File: src/rtl/tapt_pkg.sv
// shared types and constants of the timed actuator position tracker
package tapt_pkg;

  localparam int unsigned OpW   = 3;
  localparam int unsigned PosW  = 16;
  localparam int unsigned AddrW = 4;
  localparam int unsigned DataW = 32;

  localparam logic [PosW-1:0] MaxPositionRst  = 16'd20000;
  localparam logic [PosW-1:0] HallTimeoutRst  = 16'd100;
  localparam logic [PosW-1:0] EndExtraTimeRst = 16'd5000;
  localparam logic [PosW-1:0] GoalPosRst      = 16'hFFFF;
  localparam logic [PosW-1:0] Sat16           = 16'hFFFF;

  // floor(p / 100) = (p * RecipHundred) >> RecipShift for any 16 bit p
  localparam int unsigned    RecipShift   = 24;
  localparam logic [17:0]    RecipHundred = 18'd167773;

  typedef enum logic [OpW-1:0] {
    OP_TICK  = 3'd0,
    OP_HALL  = 3'd1,
    OP_MOVE  = 3'd2,
    OP_STOP  = 3'd3,
    OP_LOAD  = 3'd4
  } op_e;

  typedef enum logic [2:0] {
    MODE_STOPPED  = 3'b001,
    MODE_FORWARD  = 3'b010,
    MODE_BACKWARD = 3'b100
  } mode_e;

  localparam logic [1:0] MotionStopped  = 2'd0;
  localparam logic [1:0] MotionForward  = 2'd1;
  localparam logic [1:0] MotionBackward = 2'd2;

  typedef enum logic [1:0] {
    REG_MAX_POSITION   = 2'd0,
    REG_HALL_TIMEOUT   = 2'd1,
    REG_END_EXTRA_TIME = 2'd2
  } reg_idx_e;

  typedef struct packed {
    logic [PosW-1:0] max_position;
    logic [PosW-1:0] hall_timeout;
    logic [PosW-1:0] end_extra_time;
  } cfg_t;

  typedef struct packed {
    logic [OpW-1:0]  operation;
    logic [PosW-1:0] target;
  } item_t;

  typedef struct packed {
    logic            drive_forward;
    logic            drive_backward;
    logic [1:0]      motion;
    logic [PosW-1:0] position;
    logic            move_done;
  } res_t;

endpackage

File: src/rtl/tapt_if.sv
// valid/ready channel interfaces for command items and results
interface tapt_in_if import tapt_pkg::*; ();
  logic            valid;
  logic            ready;
  logic [OpW-1:0]  operation;
  logic [PosW-1:0] target;

  modport source (output valid, output operation, output target, input ready);
  modport sink (input valid, input operation, input target, output ready);
endinterface

interface tapt_out_if import tapt_pkg::*; ();
  logic            valid;
  logic            ready;
  logic            drive_forward;
  logic            drive_backward;
  logic [1:0]      motion;
  logic [PosW-1:0] position;
  logic            move_done;
  logic [PosW-1:0] saved_position;

  modport source (output valid, output drive_forward, output drive_backward, output motion,
                  output position, output move_done, output saved_position, input ready);
  modport sink (input valid, input drive_forward, input drive_backward, input motion,
                input position, input move_done, input saved_position, output ready);
endinterface

File: src/rtl/tapt_cfg.sv
// apb configuration registers
module tapt_cfg import tapt_pkg::*; (
  input  logic             clk_i,
  input  logic             rst_ni,
  input  logic             psel,
  input  logic             penable,
  input  logic             pwrite,
  input  logic [AddrW-1:0] paddr,
  input  logic [DataW-1:0] pwdata,
  output logic [DataW-1:0] prdata,
  output logic             pready,
  output cfg_t             cfg_o
);

  cfg_t cfg_q, cfg_d;
  logic wr_en;

  assign wr_en  = psel && penable && pwrite;
  assign pready = 1'b1;
  assign cfg_o  = cfg_q;

  always_comb begin
    cfg_d = cfg_q;
    if (wr_en) begin
      unique case (paddr[3:2])
        REG_MAX_POSITION:   cfg_d.max_position   = pwdata[PosW-1:0];
        REG_HALL_TIMEOUT:   cfg_d.hall_timeout   = pwdata[PosW-1:0];
        REG_END_EXTRA_TIME: cfg_d.end_extra_time = pwdata[PosW-1:0];
        default: ;
      endcase
    end
  end

  always_comb begin
    unique case (paddr[3:2])
      REG_MAX_POSITION:   prdata = {{(DataW-PosW){1'b0}}, cfg_q.max_position};
      REG_HALL_TIMEOUT:   prdata = {{(DataW-PosW){1'b0}}, cfg_q.hall_timeout};
      REG_END_EXTRA_TIME: prdata = {{(DataW-PosW){1'b0}}, cfg_q.end_extra_time};
      default:            prdata = '0;
    endcase
  end

  always_ff @(posedge clk_i or negedge rst_ni) begin
    if (!rst_ni) begin
      cfg_q.max_position   <= MaxPositionRst;
      cfg_q.hall_timeout   <= HallTimeoutRst;
      cfg_q.end_extra_time <= EndExtraTimeRst;
    end else begin
      cfg_q <= cfg_d;
    end
  end

endmodule

File: src/rtl/tapt_core.sv
// tracker state and per-item next-state logic
module tapt_core import tapt_pkg::*; (
  input  logic  clk_i,
  input  logic  rst_ni,
  input  logic  step_i,
  input  item_t item_i,
  input  cfg_t  cfg_i,
  output res_t  res_o
);

  mode_e           mode_q, mode_d;
  logic [PosW-1:0] cur_pos_q, cur_pos_d;
  logic [PosW-1:0] goal_q, goal_d;
  logic [PosW-1:0] limit_q, limit_d;
  logic [PosW-1:0] run_q, run_d;
  logic [PosW-1:0] pulse_q, pulse_d;

  logic [PosW:0]   fwd_sum;
  logic [PosW-1:0] fwd_pos, bwd_raw, bwd_pos, halt_pos;
  logic [PosW-1:0] run_inc, pulse_inc, span;
  logic            moving, goal_end, tgt_end, done;

  assign moving    = (mode_q != MODE_STOPPED);
  assign run_inc   = (run_q == Sat16) ? run_q : run_q + 16'd1;
  assign pulse_inc = (pulse_q == Sat16) ? pulse_q : pulse_q + 16'd1;
  assign goal_end  = (goal_q == '0) || (goal_q == cfg_i.max_position);
  assign tgt_end   = (item_i.target == '0) || (item_i.target == cfg_i.max_position);
  assign span      = (cur_pos_q >= item_i.target) ? cur_pos_q - item_i.target
                                                  : item_i.target - cur_pos_q;

  // position estimate from elapsed run time
  assign fwd_sum  = {1'b0, cur_pos_q} + {1'b0, run_q};
  assign fwd_pos  = (fwd_sum > {1'b0, cfg_i.max_position}) ? cfg_i.max_position
                                                          : fwd_sum[PosW-1:0];
  assign bwd_raw  = (run_q >= cur_pos_q) ? '0 : cur_pos_q - run_q;
  assign bwd_pos  = (bwd_raw > cfg_i.max_position) ? cfg_i.max_position : bwd_raw;
  assign halt_pos = (mode_q == MODE_FORWARD) ? fwd_pos : bwd_pos;

  always_comb begin
    mode_d    = mode_q;
    cur_pos_d = cur_pos_q;
    goal_d    = goal_q;
    limit_d   = limit_q;
    run_d     = run_q;
    pulse_d   = pulse_q;
    done      = 1'b0;
    if (step_i) begin
      unique case (item_i.operation)
        OP_TICK: begin
          if (moving) begin
            run_d   = run_inc;
            pulse_d = pulse_inc;
            if (run_inc >= limit_q || pulse_inc > cfg_i.hall_timeout) begin
              if (pulse_inc < cfg_i.hall_timeout && goal_end) begin
                run_d   = '0;
                limit_d = cfg_i.end_extra_time;
              end else begin
                cur_pos_d = goal_q;
                mode_d    = MODE_STOPPED;
                done      = 1'b1;
              end
            end
          end
        end
        OP_HALL: pulse_d = '0;
        OP_MOVE: begin
          goal_d  = item_i.target;
          limit_d = tgt_end ? cfg_i.max_position : span;
          if (cur_pos_q < item_i.target || item_i.target >= cfg_i.max_position) begin
            run_d   = '0;
            pulse_d = '0;
            mode_d  = MODE_FORWARD;
          end else if (cur_pos_q > item_i.target || item_i.target == '0) begin
            run_d   = '0;
            pulse_d = '0;
            mode_d  = MODE_BACKWARD;
          end else if (moving) begin
            cur_pos_d = halt_pos;
            mode_d    = MODE_STOPPED;
            done      = 1'b1;
          end
        end
        OP_STOP: begin
          if (moving) begin
            cur_pos_d = halt_pos;
            mode_d    = MODE_STOPPED;
            done      = 1'b1;
          end
        end
        OP_LOAD: cur_pos_d = item_i.target;
        default: ;
      endcase
    end
  end

  always_comb begin
    res_o.drive_forward  = (mode_d == MODE_FORWARD);
    res_o.drive_backward = (mode_d == MODE_BACKWARD);
    unique case (mode_d)
      MODE_FORWARD:  res_o.motion = MotionForward;
      MODE_BACKWARD: res_o.motion = MotionBackward;
      default:       res_o.motion = MotionStopped;
    endcase
    res_o.position  = cur_pos_d;
    res_o.move_done = done;
  end

  always_ff @(posedge clk_i or negedge rst_ni) begin
    if (!rst_ni) begin
      mode_q    <= MODE_STOPPED;
      cur_pos_q <= '0;
      goal_q    <= GoalPosRst;
      limit_q   <= '0;
      run_q     <= '0;
      pulse_q   <= '0;
    end else begin
      mode_q    <= mode_d;
      cur_pos_q <= cur_pos_d;
      goal_q    <= goal_d;
      limit_q   <= limit_d;
      run_q     <= run_d;
      pulse_q   <= pulse_d;
    end
  end

  a_done_stops: assert property (@(posedge clk_i) disable iff (!rst_ni)
    step_i && res_o.move_done |=> mode_q == MODE_STOPPED)
    else $error("motor still running after move_done");

  a_idle_holds: assert property (@(posedge clk_i) disable iff (!rst_ni)
    !step_i |=> $stable(cur_pos_q) && $stable(mode_q) && $stable(run_q))
    else $error("tracker state changed without an item");

  a_stop_clamped: assert property (@(posedge clk_i) disable iff (!rst_ni)
    step_i && moving && item_i.operation == OP_STOP
    |=> cur_pos_q <= $past(cfg_i.max_position))
    else $error("stop estimate beyond full stroke");

endmodule

File: src/rtl/tapt_round.sv
// rounds a position down to a multiple of one hundred
module tapt_round import tapt_pkg::*; (
  input  logic [PosW-1:0] pos_i,
  output logic [PosW-1:0] saved_o
);

  logic [PosW+17:0] prod;
  logic [9:0]       quot;

  assign prod    = {18'd0, pos_i} * {{PosW{1'b0}}, RecipHundred};
  assign quot    = prod[RecipShift +: 10];
  // quot * 100 as 64 + 32 + 4
  assign saved_o = {quot, 6'd0} + {1'b0, quot, 5'd0} + {4'd0, quot, 2'd0};

endmodule

File: src/rtl/timed_actuator_position_tracker_top.sv
// top level of the timed actuator position tracker
// a result passes through the input register and then the result register before it is offered
// throughput: one item per cycle while the result is not stalled, set by the input and result registers
// a stalled result holds the result register; the input register takes one more item if it is empty, then stalls
// reset clears the valid flags and tracker state (stopped at position zero)
// reset loads the configuration registers with their default values
module timed_actuator_position_tracker_top import tapt_pkg::*; (
  input  logic             clk_i,
  input  logic             rst_ni,
  tapt_in_if.sink          in_if,
  tapt_out_if.source       out_if,
  input  logic             psel,
  input  logic             penable,
  input  logic             pwrite,
  input  logic [AddrW-1:0] paddr,
  input  logic [DataW-1:0] pwdata,
  output logic [DataW-1:0] prdata,
  output logic             pready
);

  cfg_t  cfg;
  item_t item_q;
  res_t  res, res_q;
  logic  in_valid_q, out_valid_q, adv;

  assign adv         = in_valid_q && (!out_valid_q || out_if.ready);
  assign in_if.ready = !in_valid_q || adv;

  always_ff @(posedge clk_i or negedge rst_ni) begin
    if (!rst_ni) begin
      in_valid_q  <= 1'b0;
      out_valid_q <= 1'b0;
    end else begin
      if (in_if.ready) begin
        in_valid_q <= in_if.valid;
      end
      if (adv) begin
        out_valid_q <= 1'b1;
      end else if (out_if.ready) begin
        out_valid_q <= 1'b0;
      end
    end
  end

  always_ff @(posedge clk_i) begin
    if (in_if.ready && in_if.valid) begin
      item_q.operation <= in_if.operation;
      item_q.target    <= in_if.target;
    end
    if (adv) begin
      res_q <= res;
    end
  end

  tapt_cfg u_cfg (
    .clk_i   (clk_i),
    .rst_ni  (rst_ni),
    .psel    (psel),
    .penable (penable),
    .pwrite  (pwrite),
    .paddr   (paddr),
    .pwdata  (pwdata),
    .prdata  (prdata),
    .pready  (pready),
    .cfg_o   (cfg)
  );

  tapt_core u_core (
    .clk_i  (clk_i),
    .rst_ni (rst_ni),
    .step_i (adv),
    .item_i (item_q),
    .cfg_i  (cfg),
    .res_o  (res)
  );

  tapt_round u_round (
    .pos_i   (res_q.position),
    .saved_o (out_if.saved_position)
  );

  assign out_if.valid          = out_valid_q;
  assign out_if.drive_forward  = res_q.drive_forward;
  assign out_if.drive_backward = res_q.drive_backward;
  assign out_if.motion         = res_q.motion;
  assign out_if.position       = res_q.position;
  assign out_if.move_done      = res_q.move_done;

endmodule
File: src/flat_wrapper.sv
// flat-port wrapper written by rule: the top's interface ports become plain ports
module timed_actuator_position_tracker_top_flat import tapt_pkg::*;
  (clk_i, rst_ni, psel, penable, pwrite, paddr, pwdata, prdata, pready, in_if_valid, in_if_operation, in_if_target, in_if_ready, out_if_valid, out_if_drive_forward, out_if_drive_backward, out_if_motion, out_if_position, out_if_move_done, out_if_saved_position, out_if_ready);
  tapt_in_if in_if_i ();
  tapt_out_if out_if_i ();
  input  logic clk_i;
  input  logic rst_ni;
  input  logic psel;
  input  logic penable;
  input  logic pwrite;
  input  logic [AddrW-1:0] paddr;
  input  logic [DataW-1:0] pwdata;
  output logic [DataW-1:0] prdata;
  output logic pready;
  input wire logic [$bits(in_if_i.valid)-1:0] in_if_valid;
  input wire logic [$bits(in_if_i.operation)-1:0] in_if_operation;
  input wire logic [$bits(in_if_i.target)-1:0] in_if_target;
  output wire logic [$bits(in_if_i.ready)-1:0] in_if_ready;
  output wire logic [$bits(out_if_i.valid)-1:0] out_if_valid;
  output wire logic [$bits(out_if_i.drive_forward)-1:0] out_if_drive_forward;
  output wire logic [$bits(out_if_i.drive_backward)-1:0] out_if_drive_backward;
  output wire logic [$bits(out_if_i.motion)-1:0] out_if_motion;
  output wire logic [$bits(out_if_i.position)-1:0] out_if_position;
  output wire logic [$bits(out_if_i.move_done)-1:0] out_if_move_done;
  output wire logic [$bits(out_if_i.saved_position)-1:0] out_if_saved_position;
  input wire logic [$bits(out_if_i.ready)-1:0] out_if_ready;
  assign in_if_i.valid = in_if_valid;
  assign in_if_i.operation = in_if_operation;
  assign in_if_i.target = in_if_target;
  assign in_if_ready = in_if_i.ready;
  assign out_if_valid = out_if_i.valid;
  assign out_if_drive_forward = out_if_i.drive_forward;
  assign out_if_drive_backward = out_if_i.drive_backward;
  assign out_if_motion = out_if_i.motion;
  assign out_if_position = out_if_i.position;
  assign out_if_move_done = out_if_i.move_done;
  assign out_if_saved_position = out_if_i.saved_position;
  assign out_if_i.ready = out_if_ready;
  timed_actuator_position_tracker_top u_core (.clk_i(clk_i), .rst_ni(rst_ni), .in_if(in_if_i), .out_if(out_if_i), .psel(psel), .penable(penable), .pwrite(pwrite), .paddr(paddr), .pwdata(pwdata), .prdata(prdata), .pready(pready));
endmodule
File: config.mk
export PLATFORM = sky130hd
export DESIGN_NAME = timed_actuator_position_tracker_top_flat
export DESIGN_NICKNAME = d
export VERILOG_FILES = /design/src/rtl/tapt_pkg.sv /design/src/rtl/tapt_if.sv /design/src/rtl/tapt_cfg.sv /design/src/rtl/tapt_core.sv /design/src/rtl/tapt_round.sv /design/src/rtl/timed_actuator_position_tracker_top.sv /design/src/flat_wrapper.sv
export SDC_FILE = /design/constraint.sdc
export NUM_CORES = 1
export LEC_CHECK = 0
export BUFFER_PORTS_ARGS = -buffer_cell sky130_fd_sc_hd__buf_4
export CORE_MARGIN = 1.5
export CORE_UTILIZATION = 50
export DETAILED_ROUTE_END_ITERATION = 10
export PLACE_DENSITY = 0.68
export RECOVER_POWER = 50
export SLEW_MARGIN = 10
export SYNTH_ARGS = -nofsm -noshare
export SYNTH_HDL_FRONTEND = slang
export SYNTH_SLANG_ARGS = --single-unit
File: constraint.sdc
create_clock -name clk_i -period 19.1 [get_ports clk_i]
set_input_delay 0 -clock clk_i [delete_from_list [all_inputs] [get_ports clk_i]]
set_output_delay 0 -clock clk_i [all_outputs]
set_load 0.05 [all_outputs]
# [Word level (Yosys, flattened, before mapping)]
# Index checks and enable logic that the tools add are counted.
[totals] register_bits=173 out_inout_bits=72 input_bits=62
[op_classes] n_eq_ne=18 multipliers=1 reduce_logical=28 order_cmp=10 n_mux=47 add_sub_neg=8
[ops] cell="$mux W16" n=24
[ops] cell="$pmux W16 S3" n=2
[ops] cell="$ge A16 B16 Y1" n=4
[ops] cell="$pmux W16 S2" n=2
[ops] cell="$pmux W16 S4" n=1
[ops] cell="$gt A16 B16 Y1" n=3
[ops] cell="$sub A16 B16 Y16" n=3
[ops] cell="$mul A16 B18 Y34 const B" n=1
[ops] cell="$add A16 B1 Y16 const B" n=2
[ops] cell="$eq A16 B16 Y1" n=2
[ops] cell="$eq A16 B16 Y1 const B" n=2
[ops] cell="$logic_not A16 Y1" n=2
[ops] cell="$lt A16 B16 Y1" n=2
[ops] cell="$mux W3" n=7
[ops] cell="$add A16 B16 Y17" n=1
[ops] cell="$gt A17 B16 Y1" n=1
[ops] cell="$add A16 B12 Y16" n=1
[ops] cell="$add A16 B15 Y16" n=1
[ops] cell="$eq A3 B2 Y1 const B" n=4
[ops] cell="$pmux W3 S3" n=1
[ops] cell="$mux W1" n=8
[ops] cell="$reduce_and A2 Y1" n=4
[ops] cell="$reduce_and A4 Y1" n=2
[ops] cell="$logic_or A1 B1 Y1" n=7
[ops] cell="other kinds (16)" n=25

# [Depth between registers and ports, before layout]
[depth] word_depth=11 ltp_mapped=33 ltp_nobuf=33

# [Modules after synthesis]
# From an unflattened synthesis, not the netlist that was laid out.
[unflattened] cells_unflattened=2131 hier_area_um2=19732.7
[modules_own_cells] module="tapt_core" cells_each=1353 area_per_inst_um2=10635.2 n_inst=1
[modules_own_cells] module="tapt_round" cells_each=552 area_per_inst_um2=5444.0 n_inst=1
[modules_own_cells] module="tapt_cfg" cells_each=178 area_per_inst_um2=2348.5 n_inst=1
[modules_own_cells] module="timed_actuator_position_tracker_top" cells_each=48 area_per_inst_um2=1305.0 n_inst=1

# [Least setup slack after synthesis]
# OpenSTA, ideal clock, no wires.
[synth_path] path_kind="register to output" start="register u_core.res_q, in the netlist u_core.out_if.position[5]" end="output out_if_saved_position[15]" stages_incl_launch_ff=32 slack_ns=10.220 path_buffers=0 arrival_ns=8.880 path_cell_list="edfxtp_1 -> inv_1 -> fa_1 -> fa_1 -> fa_1 -> inv_1 -> fa_1 -> fa_1 -> inv_1 -> fa_1 -> inv_1 -> ha_1 -> nand4_1 -> or2_2 -> a211oi_1 -> a221oi_2 -> nor2_1 -> o21a_1 -> nor2_1 -> xnor2_1 -> inv_1 -> fa_1 -> inv_1 -> ha_1 -> a21oi_1 -> o21bai_1 -> a21oi_1 -> o21bai_1 -> a21oi_1 -> o21bai_1 -> a21oi_1 -> xnor2_1"
[synth_between] elab_chain_len=3
[synth_lines] item="from (decl)" line="timed_actuator_position_tracker_top.sv:23" source="res_t res, res_q;"
[synth_lines] item="from (signal assigned)" line="timed_actuator_position_tracker_top.sv:51" source="res_q <= res;"
[synth_lines] item="$mul A16 B18 Y34 *" line="tapt_round.sv:10" source="assign prod = {18'd0, pos_i} * {{PosW{1'b0}}, RecipHundred};"
[synth_lines] item="$add A16 B15 Y16" line="tapt_round.sv:13" source="assign saved_o = {quot, 6'd0} + {1'b0, quot, 5'd0} + {4'd0, quot, 2'd0};"
[synth_lines] item="$add A16 B12 Y16 *" line="tapt_round.sv:13"
[synth_lines] item="to (decl)" line="flat_wrapper.sv:25" source="output wire logic [$bits(out_if_i.saved_position)-1:0] out_if_saved_position;"
# Mark *: on every way between the ends. The rest lies on a longest branch, timed or not.

# [Worst setup path after layout]
[layout_path] start="register u_core.res_q, in the netlist u_core.out_if.position[2]" end="output out_if_saved_position[15]"
# Same word-level chain as after synthesis.

==> tab_implementation.tex <==
\begin{tabular}{lr}
\hline
Metric & Value \\
\hline
\multicolumn{2}{l}{\textbf{Run status}} \\
Run status & finished, violations left \\
Violations in the final reports & capacitance limit, slew limit \\
\multicolumn{2}{l}{\textbf{Clocking}} \\
Cts bufs inserted & 17 \\
\# H-tree levels & 4 \\
TritonCTS clock tree & done \\
Root Driver & sky130\_fd\_sc\_hd\_\_clkbuf\_16 \\
Clk slew on worst S/H paths & roughly 0.08 ns \\
Clock network latency to the later pin of the worst-skew pair & 0.46 ns \\
Clock Tree Buf Depth & 2 \\
Clock sink count & 172 \\
Number of buffers added for setup after CTS & 0 \\
\multicolumn{2}{l}{\textbf{Final layout}} \\
Fin nets & around 2,600 \\
Most common cell after layout, fill and taps aside & sky130\_fd\_sc\_hd\_\_inv\_1 \\
Cell area after layout & $\sim$21,000 µm² \\
Commonest non-fill, non-tap cells in the layout & sky130\_fd\_sc\_hd\_\_inv\_1 (304), sky130\_fd\_sc\_hd\_\_ha\_1 (296), sky130\_fd\_sc\_hd\_\_nand2\_1 (130) \\
Filler cell count & approximately 3,400 \\
Area Overhead vs Synth & 10.1\% \\
Number of cells in the finished layout apart from fillers & $\sim$2,700 \\
Layout cell share with drive strength beyond 1 & 0.0944 \\
Number of antenna cells inserted & 0 \\
Share of the core filled with cells in the final layout & 0.558 \\
\multicolumn{2}{l}{\textbf{Min path}} \\
Hold WC Path Type & in -> reg \\
\multicolumn{2}{l}{\textbf{Worst setup path}} \\
Required time at the worst-slack endpoint & between 15 and 20 ns \\
Data arrival time of the critical path & 9.60 ns \\
Worst path top cell family by delay & adder cells \\
Critical path launch point type & register \\
Crit-path slowest cell & sky130\_fd\_sc\_hd\_\_fa\_1 \\
Crit-path max cell delay & around 0.65 ns \\
Count of buffer and inverter cells on the critical path & 8 \\
Sort of element at the end of the critical path & output pin \\
Maximum fanout encountered on the critical timing path & 8 \\
Crit path kind & reg -> out \\
\multicolumn{2}{l}{\textbf{Place}} \\
Routability-driven placement congestion ratio & around 1.0 \\
Post-placement cell area & $\sim$20,000 µm² \\
Placed instance count & roughly 2,600 \\
Post-detailed-placement half-perimeter wirelength & approximately 46,000 µm \\
Count of buffers from port buffering & 96 \\
\multicolumn{2}{l}{\textbf{Global route}} \\
Total routing usage reported by global routing & 0.297 \\
Via count of the first global-routing pass & between 15,000 and 20,000 \\
Residual overflow from global routing & 0 \\
Antenna violations before repair & 0 \\
Largest net degree at the start of global routing & 69 \\
Wire length of the first global-routing pass & a little under 90,000 µm \\
\multicolumn{2}{l}{\textbf{Routing}} \\
Final Routed Wirelength & 56,900 µm \\
Residual DRC count & 0 \\
Avg WL per Cell & 21.3 µm \\
Total number of vias & roughly 16,000 \\
Via-to-Cell Ratio & 5.87 \\
Initial DRT Pass Iterations & 7 \\
Number of nets still failing antenna checks after routing & 0 \\
Number of DRC markers after the initial detailed-route iteration & $\sim$1,500 \\
\multicolumn{2}{l}{\textbf{Die}} \\
Num rows & 71 \\
Die width & 198 µm \\
Area of the die & 39,300 µm² \\
Height of the die & slightly below 200 µm \\
Starting Density & 0.507 \\
I/O pin total & about 130 \\
Total core area & approximately 38,000 µm² \\
\multicolumn{2}{l}{\textbf{Synth}} \\
Yosys reg bits & around 170 \\
Total number of yosys warnings & 0 \\
Post-synthesis cell count & 2,051 \\
Most instantiated flip-flop cell in the synthesis netlist & sky130\_fd\_sc\_hd\_\_dfrtp\_1 \\
Unique cell type count in the Yosys netlist & 89 \\
Post-Synthesis Mean Instance Area & between 9 and 10 µm² \\
Proportion of synthesized chip area in sequential cells & 0.238 \\
Share of flip-flops with an asynchronous set or reset & 0.773 \\
Count of flip-flops with a built-in enable after synthesis & 39 \\
Summed instance area of the synthesized netlist & between 15,000 and 20,000 µm² \\
\multicolumn{2}{l}{\textbf{Timing}} \\
Final TNS setup & 0 ns \\
Unrepaired setup endpoints after global routing & false \\
Slew Limit Headroom & -1.58 \\
Final number of max-transition violations & between 150 and 200 \\
Final cycle utilization of the critical path & 0.503 \\
Number of failing setup endpoints in the final timing report & 0 \\
Setup skew after layout & around 0.018 ns \\
Hold Fails Final Rpt & 0 \\
Max frequency & $\sim$0.10 GHz \\
Transition time at the pin with the least slew margin & about 3.9 ns \\
Post-route minimum period & about 9.6 ns \\
\multicolumn{2}{l}{\textbf{Run}} \\
Max\_cap viols & 3 \\
\hline
\end{tabular}
==> synthesized netlist by cell type, types with 13 or more instances <==
cell type / n / share of area
sky130_fd_sc_hd__nor4_1: 17 / 0.0056
sky130_fd_sc_hd__nor3_1: 34 / 0.0089
sky130_fd_sc_hd__nand3_1: 37 / 0.0097
sky130_fd_sc_hd__dfstp_2: 30 / 0.041
sky130_fd_sc_hd__nor2_1: 83 / 0.016
sky130_fd_sc_hd__o21ai_1: 18 / 0.0047
sky130_fd_sc_hd__ha_1: 296 / 0.19
sky130_fd_sc_hd__edfxtp_1: 39 / 0.061
sky130_fd_sc_hd__a211oi_1: 13 / 0.0051
sky130_fd_sc_hd__o22ai_1: 14 / 0.0046
sky130_fd_sc_hd__xnor2_1: 76 / 0.035
sky130_fd_sc_hd__a21oi_1: 77 / 0.020
sky130_fd_sc_hd__o211ai_1: 13 / 0.0051
sky130_fd_sc_hd__o21a_1: 21 / 0.0083
sky130_fd_sc_hd__o21ai_0: 128 / 0.034
sky130_fd_sc_hd__fa_1: 109 / 0.11
sky130_fd_sc_hd__buf_4: 26 / 0.010
sky130_fd_sc_hd__nand2_1: 130 / 0.026
sky130_fd_sc_hd__dfrtp_1: 103 / 0.14
sky130_fd_sc_hd__nand2b_1: 22 / 0.0072
sky130_fd_sc_hd__o21bai_1: 15 / 0.0059
sky130_fd_sc_hd__inv_1: 304 / 0.060
sky130_fd_sc_hd__xor2_1: 22 / 0.010
sky130_fd_sc_hd__nand4_1: 36 / 0.012
sky130_fd_sc_hd__a22o_1: 22 / 0.010
sky130_fd_sc_hd__and3_1: 15 / 0.0049
sky130_fd_sc_hd__a222oi_1: 15 / 0.0079
sky130_fd_sc_hd__clkbuf_1: 33 / 0.0065
sky130_fd_sc_hd__buf_2: 15 / 0.0039
sky130_fd_sc_hd__or3_1: 15 / 0.0049
sky130_fd_sc_hd__nor2b_1: 18 / 0.0059
sky130_fd_sc_hd__mux2i_1: 30 / 0.016
sky130_fd_sc_hd__mux2_2: 39 / 0.023
sky130_fd_sc_hd__a21o_1: 35 / 0.014
==> sequential cells by signal (all words and copies together), names as in the netlist, 3 cells and up <==
register	count
u_core.item_q	19
u_core.out_if.position	16
u_core.u_cfg.cfg_o	48
u_core.u_core.cur_pos_q	16
u_core.u_core.goal_q	16
u_core.u_core.limit_q	16
u_core.u_core.mode_q	3
u_core.u_core.pulse_q	16
u_core.u_core.run_q	16
==> cell type report <==
cell class	instances	area (µm²)	share of cell area
multi-input combinational	1510	13000	0.619
sequential	172	4540	0.216
inverter	304	1140	0.0544
timing repair buffer	144	1050	0.0501
tap	511	639	0.0305
clock buffer	17	425	0.0203
clock inverter	15	188	0.00895
==> cells by family (layout without fill, tap and decap cells) <==
logic type / after synthesis / in the layout / share of synthesized area
buffers and inverters: 386 / 480 / 0.0843
xor gates and xnor gates: 98 / 98 / 0.0450
other: 2 / 19 / 0.000394
adders and majority gates: 406 / 406 / 0.309
AOI/OAI and AO/OA: 464 / 464 / 0.164
and+or+nand+nor: 454 / 454 / 0.120
DFF: 172 / 172 / 0.238
muxes: 69 / 69 / 0.0388
==> routing by layer <==
metal / global-route usage / vias to the layer above / part of all wire
met2: 0.492 / 619 / 0.47
met4: 0.146 / 0 / 0.050
met1: 0.377 / 7594 / 0.41
li1: - / 7337 / -
met3: 0.0482 / 153 / 0.070
met5: 0 / - / 0
==> final timing paths <==
kind,slack [ns],startpoint,to,cells past startpoint
worst max register to register,13.49,u_core.u_core.cur_pos_q[0],u_core.out_if.position[15],22
worst min register to register,0.49,u_core.u_core.limit_q[2],u_core.u_core.limit_q[2],2
max in group asynchronous,12.93,rst_ni,u_core.u_core.cur_pos_q[6],3
worst max-delay path,9.50,u_core.out_if.position[2],out_if_saved_position[15],33
worst min-delay path,0.28,in_if_target[1],u_core.item_q[1],2
min in group asynchronous,1.43,rst_ni,u_core.u_core.pulse_q[14],2
==> per-stage QoR <==
stage                     hold slack [ns]  setup WS [ns]
final                               0.279           9.50
after CTS                           0.129           9.49
after detailed placement           0.0558           9.97
after global placement             0.0491          10.11
after global routing                0.274           9.07
after floorplan                    -0.296          10.22
==> timing repair <==
action	4_1_cts	5_1_grt
hold buffers	39	0
setup endpoints to repair	0	0
resized for setup	0	0
hold endpoints to repair	136	0
Power is left out: the tool's default activity adds up to more than one toggle a clock period on the data nets, which glitch-free logic cannot reach.
